$ cat config.mk
export PLATFORM = sky130hd
export DESIGN_NAME = http_chunked_encoder
export DESIGN_NICKNAME = d
export VERILOG_FILES = /design/src/hdl/hce_pkg.sv /design/src/hdl/hce_front.sv /design/src/hdl/hce_queue.sv /design/src/hdl/hce_back.sv /design/src/hdl/http_chunked_encoder.sv
export SDC_FILE = /design/constraint.sdc
export NUM_CORES = 1
export LEC_CHECK = 0
export ABC_AREA = 1
export BUFFER_PORTS_ARGS = -buffer_cell sky130_fd_sc_hd__buf_2
export CAP_MARGIN = 10
export CELL_PAD_IN_SITES_DETAIL_PLACEMENT = 0
export CELL_PAD_IN_SITES_GLOBAL_PLACEMENT = 2
export CORE_ASPECT_RATIO = 0.8
export CORE_MARGIN = 4
export CORE_UTILIZATION = 35
export DETAILED_ROUTE_END_ITERATION = 6
export MAX_ROUTING_LAYER = met4
export PLACE_DENSITY_LB_ADDON = 0.1
export SLEW_MARGIN = 5
export SYNTH_ARGS = -nofsm -noshare
export SYNTH_HDL_FRONTEND = slang
export SYNTH_SLANG_ARGS = --single-unit
$ cat constraint.sdc
create_clock -name i_clk -period 3.7 [get_ports i_clk]
set_input_delay 0.555 -clock i_clk [delete_from_list [all_inputs] [get_ports i_clk]]
set_output_delay 0.555 -clock i_clk [all_outputs]
set_load 0.01 [all_outputs]
$ cat src/hdl/hce_pkg.sv
// ----------------------------------------------------------------------------
// hce_pkg
// shared types, constants and helpers of the chunked encoder
// ----------------------------------------------------------------------------
package hce_pkg;

    localparam logic [7:0]  CHR_CR    = 8'h0D;
    localparam logic [7:0]  CHR_LF    = 8'h0A;
    localparam logic [7:0]  CHR_ZERO  = 8'h30;
    localparam logic [15:0] MAX_RESET = 16'h8000;

    localparam logic REQ_DATA = 1'b0;
    localparam logic REQ_END  = 1'b1;

    typedef struct packed {
        logic        is_end;
        logic        hdr;
        logic        trl;
        logic [15:0] len;
        logic [7:0]  data;
    } t_cmd;

    function automatic logic [7:0] hex_char(input logic [3:0] nib);
        logic [7:0] c;
        if (nib < 4'd10) begin
            c = 8'h30 + {4'd0, nib};
        end else begin
            c = 8'h57 + {4'd0, nib};
        end
        return c;
    endfunction

endpackage

$ cat src/hdl/hce_front.sv
// ----------------------------------------------------------------------------
// hce_front
// takes input items, tracks the open chunk and builds one command per item
// ----------------------------------------------------------------------------
module hce_front (
    input  logic          i_clk,
    input  logic          i_rst_n,
    input  logic          i_valid,
    output logic          o_ready,
    input  logic          i_req_type,
    input  logic [7:0]    i_data_byte,
    input  logic [15:0]   i_bytes_available,
    input  logic [15:0]   i_max_chunk_size,
    input  logic          i_q_full,
    output logic          o_push,
    output hce_pkg::t_cmd o_cmd
);
    import hce_pkg::*;

    logic [15:0] r_left;
    logic [15:0] n_left;
    logic [15:0] lim;
    logic [15:0] avail;
    logic [15:0] len;
    logic [15:0] left_open;
    logic [15:0] left_after;
    logic        take;

    assign o_ready = !i_q_full;
    assign take    = i_valid && !i_q_full;

    always_comb begin
        lim        = (i_max_chunk_size == 16'd0) ? 16'd1 : i_max_chunk_size;
        avail      = (i_bytes_available == 16'd0) ? 16'd1 : i_bytes_available;
        len        = (avail > lim) ? lim : avail;
        left_open  = (r_left == 16'd0) ? len : r_left;
        left_after = left_open - 16'd1;
        o_cmd.is_end = (i_req_type == REQ_END);
        o_cmd.hdr    = (r_left == 16'd0);
        o_cmd.trl    = (left_after == 16'd0);
        o_cmd.len    = len;
        o_cmd.data   = i_data_byte;
        n_left = (i_req_type == REQ_END) ? 16'd0 : left_after;
    end

    assign o_push = take;

    always_ff @(posedge i_clk) begin
        if (!i_rst_n) begin
            r_left <= 16'd0;
        end else if (take) begin
            r_left <= n_left;
        end
    end

endmodule

$ cat src/hdl/hce_queue.sv
// ----------------------------------------------------------------------------
// hce_queue
// short command queue between front and back
// ----------------------------------------------------------------------------
module hce_queue #(
    parameter int DEPTH = 4
) (
    input  logic          i_clk,
    input  logic          i_rst_n,
    input  logic          i_push,
    input  hce_pkg::t_cmd i_cmd,
    output logic          o_full,
    input  logic          i_pop,
    output logic          o_empty,
    output hce_pkg::t_cmd o_cmd
);
    import hce_pkg::*;

    localparam int AW = (DEPTH > 1) ? $clog2(DEPTH) : 1;
    localparam int CW = $clog2(DEPTH + 1);
    localparam logic [AW-1:0] LAST_IDX = AW'(DEPTH - 1);
    localparam logic [CW-1:0] FULL_CNT = CW'(DEPTH);

    t_cmd          r_mem [DEPTH];
    logic [AW-1:0] r_wr;
    logic [AW-1:0] r_rd;
    logic [CW-1:0] r_cnt;

    assign o_full  = (r_cnt == FULL_CNT);
    assign o_empty = (r_cnt == '0);
    assign o_cmd   = r_mem[r_rd];

    always_ff @(posedge i_clk) begin
        if (i_push) begin
            r_mem[r_wr] <= i_cmd;
        end
    end

    always_ff @(posedge i_clk) begin
        if (!i_rst_n) begin
            r_wr  <= '0;
            r_rd  <= '0;
            r_cnt <= '0;
        end else begin
            if (i_push) begin
                r_wr <= (r_wr == LAST_IDX) ? '0 : r_wr + 1'b1;
            end
            if (i_pop) begin
                r_rd <= (r_rd == LAST_IDX) ? '0 : r_rd + 1'b1;
            end
            if (i_push && !i_pop) begin
                r_cnt <= r_cnt + 1'b1;
            end else if (!i_push && i_pop) begin
                r_cnt <= r_cnt - 1'b1;
            end
        end
    end

endmodule

$ cat src/hdl/hce_back.sv
// ----------------------------------------------------------------------------
// hce_back
// walks each command byte by byte into the output register
// ----------------------------------------------------------------------------
module hce_back (
    input  logic          i_clk,
    input  logic          i_rst_n,
    input  logic          i_empty,
    input  hce_pkg::t_cmd i_cmd,
    output logic          o_pop,
    output logic          o_valid,
    input  logic          i_ready,
    output logic [7:0]    o_byte,
    output logic          o_last
);
    import hce_pkg::*;

    // byte positions within a command
    localparam logic [3:0] POS_HDR0    = 4'd0;
    localparam logic [3:0] POS_HDR1    = 4'd1;
    localparam logic [3:0] POS_HDR2    = 4'd2;
    localparam logic [3:0] POS_HDR3    = 4'd3;
    localparam logic [3:0] POS_HCR     = 4'd4;
    localparam logic [3:0] POS_HLF     = 4'd5;
    localparam logic [3:0] POS_BYTE    = 4'd6;
    localparam logic [3:0] POS_TCR     = 4'd7;
    localparam logic [3:0] POS_TLF     = 4'd8;
    localparam logic [3:0] POS_END_LST = 4'd4;

    logic       r_started;
    logic [3:0] r_pos;
    logic       r_valid;
    logic [7:0] r_byte;
    logic       r_last;

    logic [3:0] cur_pos;
    logic [3:0] last_pos;
    logic       out_free;
    logic       emit;
    logic       done;
    logic [7:0] sel;

    assign out_free = !r_valid || i_ready;
    assign emit     = !i_empty && out_free;

    always_comb begin
        if (r_started) begin
            cur_pos = r_pos;
        end else if (i_cmd.is_end || i_cmd.hdr) begin
            cur_pos = POS_HDR0;
        end else begin
            cur_pos = POS_BYTE;
        end
        if (i_cmd.is_end) begin
            last_pos = POS_END_LST;
        end else if (i_cmd.trl) begin
            last_pos = POS_TLF;
        end else begin
            last_pos = POS_BYTE;
        end
        done = (cur_pos == last_pos);
    end

    always_comb begin
        if (i_cmd.is_end) begin
            case (cur_pos)
                POS_HDR0: sel = CHR_ZERO;
                POS_HDR1: sel = CHR_CR;
                POS_HDR2: sel = CHR_LF;
                POS_HDR3: sel = CHR_CR;
                default:  sel = CHR_LF;
            endcase
        end else begin
            case (cur_pos)
                POS_HDR0: sel = hex_char(i_cmd.len[15:12]);
                POS_HDR1: sel = hex_char(i_cmd.len[11:8]);
                POS_HDR2: sel = hex_char(i_cmd.len[7:4]);
                POS_HDR3: sel = hex_char(i_cmd.len[3:0]);
                POS_HCR:  sel = CHR_CR;
                POS_HLF:  sel = CHR_LF;
                POS_BYTE: sel = i_cmd.data;
                POS_TCR:  sel = CHR_CR;
                POS_TLF:  sel = CHR_LF;
                default:  sel = CHR_LF;
            endcase
        end
    end

    assign o_pop   = emit && done;
    assign o_valid = r_valid;
    assign o_byte  = r_byte;
    assign o_last  = r_last;

    always_ff @(posedge i_clk) begin
        if (!i_rst_n) begin
            r_started <= 1'b0;
            r_pos     <= POS_HDR0;
            r_valid   <= 1'b0;
        end else begin
            if (emit) begin
                r_started <= !done;
                r_pos     <= cur_pos + 4'd1;
            end
            if (out_free) begin
                r_valid <= emit;
            end
        end
    end

    always_ff @(posedge i_clk) begin
        if (emit) begin
            r_byte <= sel;
            r_last <= done;
        end
    end

endmodule

$ cat src/hdl/http_chunked_encoder.sv
// ----------------------------------------------------------------------------
// http_chunked_encoder
// wraps a byte stream in http chunked framing
//
// channel   dir  handshake                 payload
// s         in   i_s_tvalid / o_s_tready   tdata, tuser = req_type
// m         out  o_m_tvalid / i_m_tready   tdata = out_byte, tlast = last
// apb cfg   in   psel penable pwrite       max_chunk_size at byte address 0
//
// one result byte leaves per cycle while m is ready; an item gives 1 to 9 bytes
// a payload byte in an open chunk gives one byte, so items follow back to back
// chunk headers, trailers and the end marker are sent byte by byte in the back end
// the command queue (QDEPTH entries) absorbs those extra bytes and sets o_s_tready
// synchronous active-low reset clears the open chunk, queue and output register
// ----------------------------------------------------------------------------
module http_chunked_encoder #(
    parameter int QDEPTH = 4
) (
    input  logic        i_clk,
    input  logic        i_rst_n,
    input  logic        i_s_tvalid,
    output logic        o_s_tready,
    input  logic [23:0] i_s_tdata,   // data_byte[7:0], bytes_available[23:8]
    input  logic        i_s_tuser,   // req_type
    output logic        o_m_tvalid,
    input  logic        i_m_tready,
    output logic [7:0]  o_m_tdata,   // out_byte
    output logic        o_m_tlast,
    input  logic        psel,
    input  logic        penable,
    input  logic        pwrite,
    input  logic [2:0]  paddr,
    input  logic [31:0] pwdata,
    output logic [31:0] prdata,
    output logic        pready
);
    import hce_pkg::*;

    logic [15:0] r_max;
    logic        cfg_wr;
    logic        q_full;
    logic        q_empty;
    logic        push;
    logic        pop;
    t_cmd        f_cmd;
    t_cmd        q_cmd;

    assign pready = 1'b1;
    assign cfg_wr = psel && penable && pwrite && (paddr[2] == 1'b0);
    assign prdata = (paddr[2] == 1'b0) ? {16'd0, r_max} : 32'd0;

    always_ff @(posedge i_clk) begin
        if (!i_rst_n) begin
            r_max <= MAX_RESET;
        end else if (cfg_wr) begin
            r_max <= pwdata[15:0];
        end
    end

    hce_front u_front (
        .i_clk             (i_clk),
        .i_rst_n           (i_rst_n),
        .i_valid           (i_s_tvalid),
        .o_ready           (o_s_tready),
        .i_req_type        (i_s_tuser),
        .i_data_byte       (i_s_tdata[7:0]),
        .i_bytes_available (i_s_tdata[23:8]),
        .i_max_chunk_size  (r_max),
        .i_q_full          (q_full),
        .o_push            (push),
        .o_cmd             (f_cmd)
    );

    hce_queue #(
        .DEPTH (QDEPTH)
    ) u_queue (
        .i_clk   (i_clk),
        .i_rst_n (i_rst_n),
        .i_push  (push),
        .i_cmd   (f_cmd),
        .o_full  (q_full),
        .i_pop   (pop),
        .o_empty (q_empty),
        .o_cmd   (q_cmd)
    );

    hce_back u_back (
        .i_clk   (i_clk),
        .i_rst_n (i_rst_n),
        .i_empty (q_empty),
        .i_cmd   (q_cmd),
        .o_pop   (pop),
        .o_valid (o_m_tvalid),
        .i_ready (i_m_tready),
        .o_byte  (o_m_tdata),
        .o_last  (o_m_tlast)
    );

endmodule

## Word-level counts from Yosys, hierarchy flattened

Memory sizes are Yosys's and may differ from the RTL's. A register that Yosys moved wholly into a read port is not among the register bits.
Cells that the tools add are included.

- Divide/modulo/power cells: 0
- $lt $le $gt $ge: 5
- Multiply operators: 0
- Muxes and demuxes: 25
- Bitwise gates (word level): 1
- Eq/ne operators: 10
- Reductions and logical operators: 25
- Shift operators: 0
- Add/subtract/negate cells: 14

Operators by type and width:

| kind | number |
|---|---|
| two-way mux 16 bit | 6 |
| zero test 16 bit | 4 |
| case mux 8 bit (6 select lines) | 1 |
| two-way mux 8 bit | 5 |
| adder 7 x 4 -> 8 bit, first input constant | 4 |
| adder 6 x 4 -> 7 bit, first input constant | 4 |
| greater-than comparator 16 bit | 1 |
| less-than comparator 4 bit, second input constant | 4 |
| subtractor 16 x 1 -> 16 bit, second input constant | 1 |
| == test 4 x 3 -> 1 bit, second input constant | 3 |
| two-way mux 4 bit | 3 |
| case mux 6 bit (2 select lines) | 1 |
| two-way mux 3 bit | 3 |
| == test 4 x 2 -> 1 bit, second input constant | 2 |
| logical AND 1 bit | 8 |
| two-way mux 2 bit | 4 |
| zero test 1 bit | 6 |
| adder 2 x 1 -> 2 bit, second input constant | 2 |
| adder 4 x 1 -> 4 bit, second input constant | 1 |
| == test 2 bit, second input constant | 2 |
| == test 4 x 1 -> 1 bit, second input constant | 1 |
| == test 4 bit | 1 |
| zero test 4 bit | 1 |
| OR reduction 2 bit | 2 |
| other kinds (8) | 10 |

- RAM bits: 108
- Memories: 1
- Bits in latches: 0
- Output and inout port bits: 44
- Bits in registers: 54
- Memory bits (read-only): 0
- Word-level logic and storage cells: 91

Memories:

| memory | depth | width | read ports | clocked after Yosys merged registers in | wr ports | line | source |
|---|---|---|---|---|---|---|---|
| u_queue.r_mem | 4 | 27 | 1 | 1 | 1 | hce_queue.sv:24 | `t_cmd r_mem [DEPTH];` |

## Logic depth before layout (Yosys ltp)

Gate-level depths: netlist of run 1.

- Depth after elaboration: 8
- Depth in mapped cells: 32

## Cells and area by module

Synthesis of run 1 repeated with hierarchy kept, for this count alone.

- Cell total of the unflattened synthesis: 1143
- Area total of the unflattened synthesis: 9512.9 µm²

Modules (own cells, without submodules):

| module | sequential area each (µm²) | cells an instance | times used | area an instance (µm²) |
|---|---|---|---|---|
| hce_queue | 3423.3 | 320 | 1 | 4510.6 |
| hce_front | 320.3 | 438 | 1 | 2509.9 |
| hce_back | 390.4 | 226 | 1 | 1440.1 |
| http_chunked_encoder | 320.3 | 159 | 1 | 1052.3 |

## Least setup slack after synthesis of run 1

No wires, ideal clock.

- Kind: input to register
- Start: in i_s_tdata[14]
- End: mem u_queue.r_mem[0][24] (netlist name) (data pin)
- Arrival time: 2.916 ns
- Stages: 26
- Slack: 0.529 ns
- Required time: 3.444 ns
- Path through: inv_1 > nand2_1 > nor4_1 > a21oi_1 > ha_1 > inv_1 > nand2_1 > nand2_1 > nand2_1 > nand2_1 > nand2_1 > nand2_1 > nand2_2 > nand2_4 > buf_4 > nand3_1 > nand3_2 > nand2_2 > inv_2 > ha_1 > nand2_1 > nor2_2 > nand3_1 > xor2_1 > nand3_1 > nor2_2

RTL lines:

| item | line | source |
|---|---|---|
| from (decl) | http_chunked_encoder.sv:23 | `input logic [23:0] i_s_tdata,` |
| to (decl) | hce_queue.sv:24 |  |

==> results of run 1 <==
cells in the final DEF, fill, tap and decap left out, drive strengths merged, types with 2 or more instances in the layout:
cell type | synthesis | final
nor3 | 7 | 7
a31oi | 5 | 5
nor2 | 101 | 101
nand3 | 74 | 74
edfxtp | 117 | 117
buf | 36 | 170
dfxtp | 47 | 47
and2 | 2 | 2
o22ai | 7 | 7
a21oi | 81 | 81
o211ai | 2 | 2
ha | 32 | 32
inv | 100 | 109
clkbuf | 35 | 17
nand4 | 11 | 11
o21ai | 55 | 55
a32oi | 4 | 4
a211oi | 3 | 3
conb | 2 | 17
nand2 | 266 | 266
clkinv | 1 | 6
a32o | 15 | 15
xor2 | 13 | 13
cell type report:
cell class                 count  area, sq um
sequential                   164         4457
inverter                     101        379.1
clock inverter                15        182.7
tap                          324        405.4
multi-input combinational    707         3819
clock buffer                  17        425.4
timing repair buffer         170         1089
fill                        2563        14420
what timing repair did:
item	4_1_cts	5_1_grt
endpoints found under the setup margin	0	5
hold buffers	0	0
resized for setup	0	10
setup buffers	0	0
flip-flops by register name, indices dropped and copies added, names as in the netlist, named ones only:
| name | count |
|---|---|
| u_queue.r_mem | 108 |
| r_max | 16 |
| u_queue.r_wr | 2 |
| u_back.r_pos | 4 |
| u_back.o_byte | 8 |
| u_back.o_valid | 1 |
| u_back.o_last | 1 |
| u_queue.r_rd | 2 |
| u_queue.r_cnt | 3 |
| u_back.r_started | 1 |
| u_front.r_left | 16 |
worst reg2reg max path: cells and delay by family (launching register included):
kind	cells	cell delay, ns
buffers and inverters	3	0.38
AO/OA/AOI/OAI	6	1.00
adder cells (fa/ha/maj)	2	0.62
flip-flops	1	0.68
AND/OR/NAND/NOR	3	0.55
through the flow:
step | cell area (sq um) | setup WS [ns]
after global placement | 10110 | -0.1110
after global routing | 10760 | 0.01270
final | 10760 | 0.3582
after detailed placement | 10110 | -0.1151
after floorplan | 8989 | 0.5290
after CTS | 10720 | 0.1980
worst max-delay path by stage:
| stage | from | end | slack (ns) | cells past startpoint |
|---|---|---|---|---|
| 2_1_floorplan | i_s_tdata[14] | u_queue.r_mem[0][24] | 0.53 | 26 |
| 3_3_place_gp | i_s_tdata[11] | u_queue.r_mem[0][24] | -0.11 | 30 |
| 3_5_place_dp | i_s_tdata[11] | u_queue.r_mem[2][24] | -0.12 | 30 |
| 4_1_cts | r_max[13] | u_queue.r_mem[2][24] | 0.20 | 30 |
| 5_1_grt | r_max[13] | u_queue.r_mem[2][24] | 0.01 | 29 |
| 6_report | flip-flop | u_queue.r_cnt[1] | 0.36 | 14 |
report_power, final:
part | total (W) | switching (W) | internal, W
sequential | 0.00251 | 0.000119 | 0.00239
combinational | 0.00659 | 0.00418 | 0.00241
clock | 0.00180 | 0.000829 | 0.000976
per-layer routing:
layer  vias up  part of all wire (%)  GRT usage [%]
met5         -                     0              -
met4         0                  0.69          3.659
met3        15                   4.4          3.041
met2       147                    41          25.11
met1      3315                    54          27.91
li1       3684                     -              -
kinds of logic (layout without fill, tap and decap cells):
family,count (synthesis),after routing
flops,164,164
xor+xnor,14,14
fa+ha+maj,33,33
buf+inv,172,303
simple gates,465,465
other cells,2,17
compound gates,178,178
==> results by group, run 1 <==
Power and ir drop
  • Power Total: 0.01090 W
  • Leakage: 4.641 nW
  • Peak supply drop: 0.4786 mV
  • Power per Cell Area: 1014 mW/mm^2

Floorplanning
  • Die Ht: 150.9 microns
  • Core Area: 0.02518 sq mm
  • Row Count: 52
  • Die area: 0.02816 sq mm
  • Die Width: 186.6 microns
  • Initial core utilization: 35.48%
  • Ports: 111

Logic synthesis
  • Synth Area in Simple Gates: 23.39%
  • Largest cells by area after synthesis: edfxtp_1 39%, dfxtp_1 11%, nand2_1 10%
  • Post-Syn Area: 0.008932 sq mm
  • Mapped Cells: 1,028
  • Synth Register Bits: 164
  • Ys async rst share: 0%
  • Top cell types by occurrence after synthesis: 239 x nand2_1, 117 x edfxtp_1, 96 x inv_1, 87 x nor2_1, 78 x a21oi_1
  • Yosys warns: 0
  • Largest family of logic cells by synthesized area: simple AND/OR/NAND/NOR gates
  • Number of flops mapped to enable cells by yosys: 117
  • Synth cell types: 47
  • Compound-Gate Fraction of Synth Area: 11.96%
  • Count leader, synth: nand2_1
  • Area leader, netlist: edfxtp_1
  • Sequential share of the synthesized area: 49.87%
  • Mux contribution to synthesized area: 0%
  • Yosys top cell area share: 39.33%
  • Top_reg_cell synth: edfxtp_1
  • Average cell area after synthesis: 8.689 sq um
  • Post-synthesis adder-cell area fraction: 4.707%
  • Synth Area in XOR/XNOR: 1.373%

STA
  • Setup TNS: 0 ns
  • Max Transition Viols Final: 0
  • Slew HR: 49.70%
  • Period Utilization, post-route: 90.32%
  • RSZ-0062 raised after global routing: false
  • Final setup viols: 0
  • Worst Tran Pin Value: 0.7537 ns
  • Worst hold margin: 0.3421 ns
  • Min cycle time layout: 3.342 ns
  • Fin. Hold Viols: 0
  • Timing-limited maximum frequency: 0.2992 GHz
  • Layout Skew: 0.02386 ns

CTS
  • Clock Sinks: 164
  • CTS H-Tree Depth: 4
  • Clock Pin Slew Worst Setup and Hold Paths: 0.07 ns
  • TritonCTS clock tree: yes
  • CTS Buffer Depth: 2
  • Clk root buf: clkbuf_16
  • Inserted Clock Buffers: 17
  • Clk Latency, worst-skew pair: 0.43 ns

Layout
  • Final Util: 42.72%
  • ANT cells: 0
  • Layout cell share with drive strength beyond 1: 23.51%
  • Fin cells: 1,498
  • P&R area growth vs syn: 20.42%
  • Final net count: 1,261

Setup path
  • R2r worst-path depth: 14
  • Family with the most delay on the worst path: compound AO/OA/AOI/OAI gates
  • Critical-path cell list: nand3_1, nand2_4, inv_2, o21ai_2, o21ai_0, inv_1, o21ai_1, a221oi_4, nand2_2, ha_1, inv_1, fa_1, o21ai_0, a21oi_1
  • Crit Path Max Fanout: 10
  • Critical path's largest stage delay: 0.68 ns
  • R2R setup slack: 0.36 ns
  • Critical path launch point type: flip-flop
  • Worst Path Required: 4.01 ns
  • Worst R2R End: u_queue.r_cnt[1]
  • CP Buf/Inv Count: 3
  • Slowest CP cell: dfxtp_1
  • Critical Path Sink Type: flip-flop
  • WS Path Type: reg2reg
  • Crit path DAT: 3.65 ns

Hold path
  • Worst Hold Path Cells: 1
  • HP Class: in2reg
  • Hold path endpoint: u_queue.r_mem[0][0]
  • Worst hold start: i_s_tdata[0]

Routing
  • Drt pass-1 iters: 5
  • Vias: 7,161
  • DR iter-0 viols: 414
  • Final wirelength: 24,790 microns
  • DR WL/cell: 16.55 microns
  • DRC viols: 0
  • Via density: 4.780
  • Post-DRT Antenna Nets: 0

Job
  • # Max-Cap Violations: 0

Global routing
  • Initial antenna violation count: 0
  • GRT overflow: 0
  • Total track usage: 18.17%
  • Largest net degree at the start of global routing: 47
  • Number of global-route vias before repair: 6,728
  • First-pass GRT wire length: 38,470 microns

Outcome
  • Status: finished, final reports clean

Place
  • Global placer's final weighted congestion: 0.8464
  • DP Cell Count: 1,466
  • HPWL after DPL: 18,230 microns
  • Port Buf Inserts: 75
Power figures use the tool's default switching activity.
==> run 2: changes to the inputs <==
--- a/config.mk
+++ b/config.mk
@@ -12,8 +12,9 @@
 export CELL_PAD_IN_SITES_GLOBAL_PLACEMENT = 2
 export CORE_ASPECT_RATIO = 0.8
 export CORE_MARGIN = 4
-export CORE_UTILIZATION = 35
+export CORE_UTILIZATION = 36
 export DETAILED_ROUTE_END_ITERATION = 6
+export GPL_TIMING_DRIVEN = 1
 export MAX_ROUTING_LAYER = met4
 export PLACE_DENSITY_LB_ADDON = 0.1
 export SLEW_MARGIN = 5
==> results by group, run 2 (synthesis results as in run 1) <==
Power and ir drop
  • Peak supply drop: 0.4837 mV
  • Power Total: 0.01096 W
  • Power per Cell Area: 1019 mW/mm^2
  • Leakage: 4.630 nW

Floorplanning
  • Initial core utilization: 36.64%
  • Row Count: 51
  • Die Width: 184.1 microns
  • Die area: 0.02741 sq mm
  • Die Ht: 148.9 microns
  • Core Area: 0.02438 sq mm
  • Ports: 111

STA
  • Min cycle time layout: 3.452 ns
  • Period Utilization, post-route: 93.31%
  • Max Transition Viols Final: 0
  • Final setup viols: 0
  • Worst Tran Pin Value: 0.8061 ns
  • Fin. Hold Viols: 0
  • RSZ-0062 raised after global routing: false
  • Setup TNS: 0 ns
  • Slew HR: 46.20%
  • Setup ws final: 0.2476 ns
  • Timing-limited maximum frequency: 0.2897 GHz
  • Layout Skew: 0.01635 ns

Setup path
  • WS Path Type: reg2reg
  • Critical Path Sink Type: flip-flop
  • Worst Path Required: 3.87 ns
  • Critical path launch point type: flip-flop
  • Crit path DAT: 3.62 ns
  • Crit Path Max Fanout: 18

Global routing
  • Initial antenna violation count: 0
  • GRT overflow: 0
  • Total track usage: 18.48%
  • First-pass GRT wire length: 38,070 microns
  • Largest net degree at the start of global routing: 51
  • Number of global-route vias before repair: 6,725

Job
  • # Max-Cap Violations: 0

CTS
  • CTS Buffer Depth: 2
  • Clk Latency, worst-skew pair: 0.43 ns
  • Clock Sinks: 164
  • Post-CTS Setup Bufs: 0
  • CTS H-Tree Depth: 4
  • TritonCTS clock tree: yes
  • Clk root buf: clkbuf_16
  • Inserted Clock Buffers: 17
  • Clock Pin Slew Worst Setup and Hold Paths: 0.07 ns

Routing
  • DR iter-0 viols: 546
  • DRC viols: 0
  • Drt pass-1 iters: 5
  • Vias: 7,115
  • DR WL/cell: 16.44 microns
  • Via density: 4.794
  • Final wirelength: 24,390 microns
  • Post-DRT Antenna Nets: 0

Layout
  • Top reg by flops: u_queue.r_mem
  • Fin cells: 1,484
  • ANT cells: 0
  • Final net count: 1,253
  • P&R area growth vs syn: 20.41%
  • Biggest regs: u_queue.r_mem: 108 flops, r_max: 16 flops, u_front.r_left: 16 flops
  • Layout cell share with drive strength beyond 1: 22.98%
  • Commonest non-fill, non-tap cell in the layout: nand2_1
  • Most frequent cells in the layout: 238 x nand2_1, 117 x edfxtp_1, 96 x inv_1
  • Design area: 0.01076 sq mm
  • Max reg flops: 108

Place
  • Port Buf Inserts: 75
  • DP Area: 0.01005 sq mm
  • Place WS: -0.1063 ns
  • HPWL after DPL: 17,830 microns
  • Global placer's final weighted congestion: 0.8706
  • DP Cell Count: 1,452

Hold path
  • HP Class: in2reg

Outcome
  • Status: finished, final reports clean
==> run 2: changes by cell type in the layout (fill, tap and decap cells not counted), moves of 2 or more <==
cell	change
inv_6	+2
buf_4	-9
inv_8	-3
clkinv_4	-3
bufinv_16	+3
==> run 2: report_power, final <==
part | switching, W | internal (W)
sequential | 0.000122 | 0.00239
combinational | 0.00418 | 0.00230
clock | 0.000798 | 0.00117
==> run 2: path summary, 6_finish.rpt <==
kind                                   startpoint                   end  slack [ns]  cells past startpoint
worst max-delay path                    r_max[10]  u_queue.r_mem[1][24]        0.25                     20
worst min-delay path                   pwdata[15]             r_max[15]        0.35                      3
worst max register to register          r_max[10]  u_queue.r_mem[1][24]        0.25                     20
worst min register to register  u_front.r_left[6]     u_front.r_left[6]        0.47                      2
==> run 2: cell type report <==
cell class / instances / area [sq um]
clock buffers: 17 / 425.4
clock inverters: 15 / 234.0
fillers: 2453 / 13620
inverters: 101 / 379.1
multi-input cells: 707 / 3820
flip-flops and latches: 164 / 4458
well taps: 318 / 397.9
repair buffers: 162 / 1041
==> run 2: through the flow <==
| stage | hold slack, ns | utilization, % |
|---|---|---|
| after global placement | 0.4534 | 41.25 |
| after global routing | 0.3335 | 44.12 |
| final | 0.3483 | 44.12 |
| after detailed placement | 0.4569 | 41.25 |
| after floorplan | 0.4317 | - |
| after CTS | 0.3297 | 43.95 |
==> run 2: worst max-delay path, cell delays in order, from the launching register on <==
cell and delay, ns:
dfxtp_1 0.39, inv_1 0.07, buf_4 0.15, ha_1 0.29, nand4_1 0.18, nor3_4 0.32
nand2_2 0.10, nand2_4 0.09, nand2_4 0.05, buf_4 0.15, buf_12 0.15, nand2_1 0.08
nand3_1 0.13, nand2_2 0.13, nand2_1 0.11, nor2_4 0.13, nand3_1 0.11, xor2_1 0.28
nor2_1 0.10, nand2_1 0.12, nor2_4 0.05
==> run 2: per-layer routing <==
metal  global-route usage, %  wire [microns]  vias to the layer above
met2                   24.84            9730                      150
met4                   3.215             172                        0
met3                   2.779            1101                       17
met1                   29.46           13390                     3265
met5                       -               0                        -
li1                        -               -                     3683
==> run 2: what timing repair did <==
item | in CTS | in global routing
endpoints found under the setup margin | 0 | 4
hold buffers | 0 | 0
resized for setup | 0 | 12
==> run 3: changes to the inputs <==
--- a/config.mk
+++ b/config.mk
@@ -16,7 +16,7 @@
 export DETAILED_ROUTE_END_ITERATION = 6
 export GPL_TIMING_DRIVEN = 1
 export MAX_ROUTING_LAYER = met4
-export PLACE_DENSITY_LB_ADDON = 0.1
+export PLACE_DENSITY = 0.82
 export SLEW_MARGIN = 5
 export SYNTH_ARGS = -nofsm -noshare
 export SYNTH_HDL_FRONTEND = slang
==> results by group, run 3 (synthesis results as in run 1) <==
Outcome
  • Status: finished with violations
  • Failing checks: DRC

Setup path
  • Worst R2R End: u_queue.r_mem[0][24]
  • Worst Path Required: 3.88 ns
  • Crit path DAT: 3.55 ns
  • Crit Path Max Fanout: 7
  • R2r worst-path depth: 24
  • WS Path Type: reg2reg
  • R2R setup slack: 0.33 ns
  • FF-to-FF Start: r_max[1]
  • Critical Path Sink Type: flip-flop
  • Critical path launch point type: flip-flop

Global routing
  • GRT met1 Usage: 24.00%
  • Largest net degree at the start of global routing: 37
  • Number of global-route vias before repair: 6,932
  • Busiest grt layer: met2
  • First-pass GRT wire length: 36,490 microns
  • GR Layer Usage met3: 2.828%
  • Initial antenna violation count: 0
  • Total track usage: 17.48%
  • GRT overflow: 0
  • GRT met2 Usage: 27.42%

Hold path
  • HP Class: in2reg
  • Worst hold start: i_s_tdata[0]
  • Worst Hold Path Cells: 1
  • Hold path endpoint: u_queue.r_mem[0][0]

STA
  • Min cycle time layout: 3.373 ns
  • Layout Skew: 0.009784 ns
  • Period Utilization, post-route: 91.16%
  • Max Transition Viols Final: 0
  • Final setup viols: 0
  • Worst Tran Pin Value: 0.7602 ns
  • Setup ws final: 0.3272 ns
  • Timing-limited maximum frequency: 0.2965 GHz
  • Fin. Hold Viols: 0
  • Slew HR: 49.26%

Routing
  • Vias: 7,163
  • Final wirelength: 22,780 microns
  • Post-DRT Antenna Nets: 0
  • Via density: 4.785
  • DR WL/cell: 15.22 microns
  • DR iter-0 viols: 391
  • DRC viols: 1
  • Drt pass-1 iters: 7

CTS
  • CTS Buffer Depth: 2
  • Clock Sinks: 164
  • TritonCTS clock tree: yes
  • CTS resizes: 0
  • CTS H-Tree Depth: 4
  • Clk Latency, worst-skew pair: 0.43 ns
  • Clock Pin Slew Worst Setup and Hold Paths: 0.07 ns
  • Hold-fix buffers, CTS: 0
  • Post-CTS Setup Bufs: 0
  • Clk root buf: clkbuf_16
  • Inserted Clock Buffers: 17

Layout
  • ANT cells: 0
  • Max reg flops: 108
  • Commonest non-fill, non-tap cell in the layout: nand2_1
  • Top reg by flops: u_queue.r_mem
  • Most frequent cells in the layout: 239 x nand2_1, 117 x edfxtp_1, 99 x buf_4
  • Biggest regs: u_queue.r_mem: 108 flops, r_max: 16 flops, u_front.r_left: 16 flops
  • Final net count: 1,266
  • Fin cells: 1,497
  • Layout cell share with drive strength beyond 1: 23.16%
  • P&R area growth vs syn: 20.82%

Power and ir drop
  • Clock power frac: 17.2%
  • Pint: 0.005947 W
  • Power Total: 0.01089 W
  • Leakage: 4.676 nW
  • Total net switching power: 0.004942 W
  • Comb power frac: 59.7%
  • Peak supply drop: 0.5142 mV
  • Net Sw Frac: 45.39%
  • Sequential share of power: 23.1%
  • Power per Cell Area: 1009 mW/mm^2

Floorplanning
  • Die Width: 184.1 microns
  • Initial core utilization: 36.64%
  • Ports: 111
  • Row Count: 51
  • Core Area: 0.02438 sq mm
  • Die Ht: 148.9 microns
  • Die area: 0.02741 sq mm

Job
  • # Max-Cap Violations: 0

Place
  • DP Cell Count: 1,465
  • HPWL after DPL: 16,880 microns
  • Global placer's final weighted congestion: 0.8861
  • Place WS: -0.06316 ns
  • Port Buf Inserts: 75
run 3: cell count changes in the layout (fill, tap and decap cells not counted), sizes merged:
| cell | previous run | this run |
|---|---|---|
| buf | 162 | 175 |
| bufinv | 4 | 2 |
| clkinv | 4 | 5 |
| inv | 108 | 109 |
run 3: critical path, stage by stage, from the launching register on:
cell	delay, ns
dfxtp_1	0.37
inv_1	0.11
nand4_1	0.11
nor2_1	0.05
a21oi_1	0.18
inv_1	0.07
ha_1	0.27
nand2_1	0.04
nor2_1	0.13
nand3_2	0.21
nand2_4	0.19
nand2_2	0.07
nand3_2	0.06
nand2_2	0.06
inv_2	0.06
ha_1	0.23
nand3_1	0.15
nor2_1	0.25
nand2_1	0.08
nand2_1	0.10
nor2_1	0.05
nand2_1	0.07
nor2_1	0.04
nand2_1	0.10
nor2_4	0.05
run 3: per-layer routing:
| layer | wire length, microns | up-vias |
|---|---|---|
| li1 | - | 3694 |
| met2 | 10690 | 97 |
| met1 | 11190 | 3354 |
| met4 | 246 | 0 |
| met5 | 0 | - |
| met3 | 657 | 18 |
run 3: how the worst max path moves through the flow:
stage | end | startpoint | cells past startpoint
after floorplan | u_queue.r_mem[0][24] | i_s_tdata[14] | 26
after global placement | u_queue.r_mem[0][24] | i_s_tdata[21] | 28
after detailed placement | u_queue.r_mem[0][24] | i_s_tdata[21] | 28
after CTS | u_queue.r_mem[0][24] | r_max[1] | 23
after global routing | u_queue.r_mem[0][24] | r_max[13] | 29
final | u_queue.r_mem[0][24] | r_max[1] | 24
run 3: cell type report:
type | count | area (sq um)
clock buffers | 17 | 425.4
clock inverters | 15 | 203.9
fillers | 2450 | 13580
inverters | 101 | 379.1
multi-input cells | 707 | 3791
flip-flops and latches | 164 | 4456
well taps | 318 | 397.9
repair buffers | 175 | 1139
run 3: power groups by stage:
stage               clock [W]  combinational (W)  sequential (W)
global placement            0            0.00648         0.00255
floorplan                   0            0.00418         0.00255
global route          0.00200            0.00733         0.00254
finish                0.00187            0.00650         0.00252
CTS                   0.00192            0.00651         0.00252
detailed placement          0            0.00647         0.00256
run 3: metrics by stage:
step | hold WS [ns] | area, sq um | util, % | setup TNS [ns]
6_report | 0.3302 | 10790 | 44.27 | 0
3_3_place_gp | 0.4527 | 10150 | 41.65 | -0.1519
2_1_floorplan | 0.4317 | 8989 | - | 0
3_5_place_dp | 0.4559 | 10150 | 41.65 | -0.2526
4_1_cts | 0.3153 | 10780 | 44.23 | 0
5_1_grt | 0.3215 | 10790 | 44.27 | -0.004943
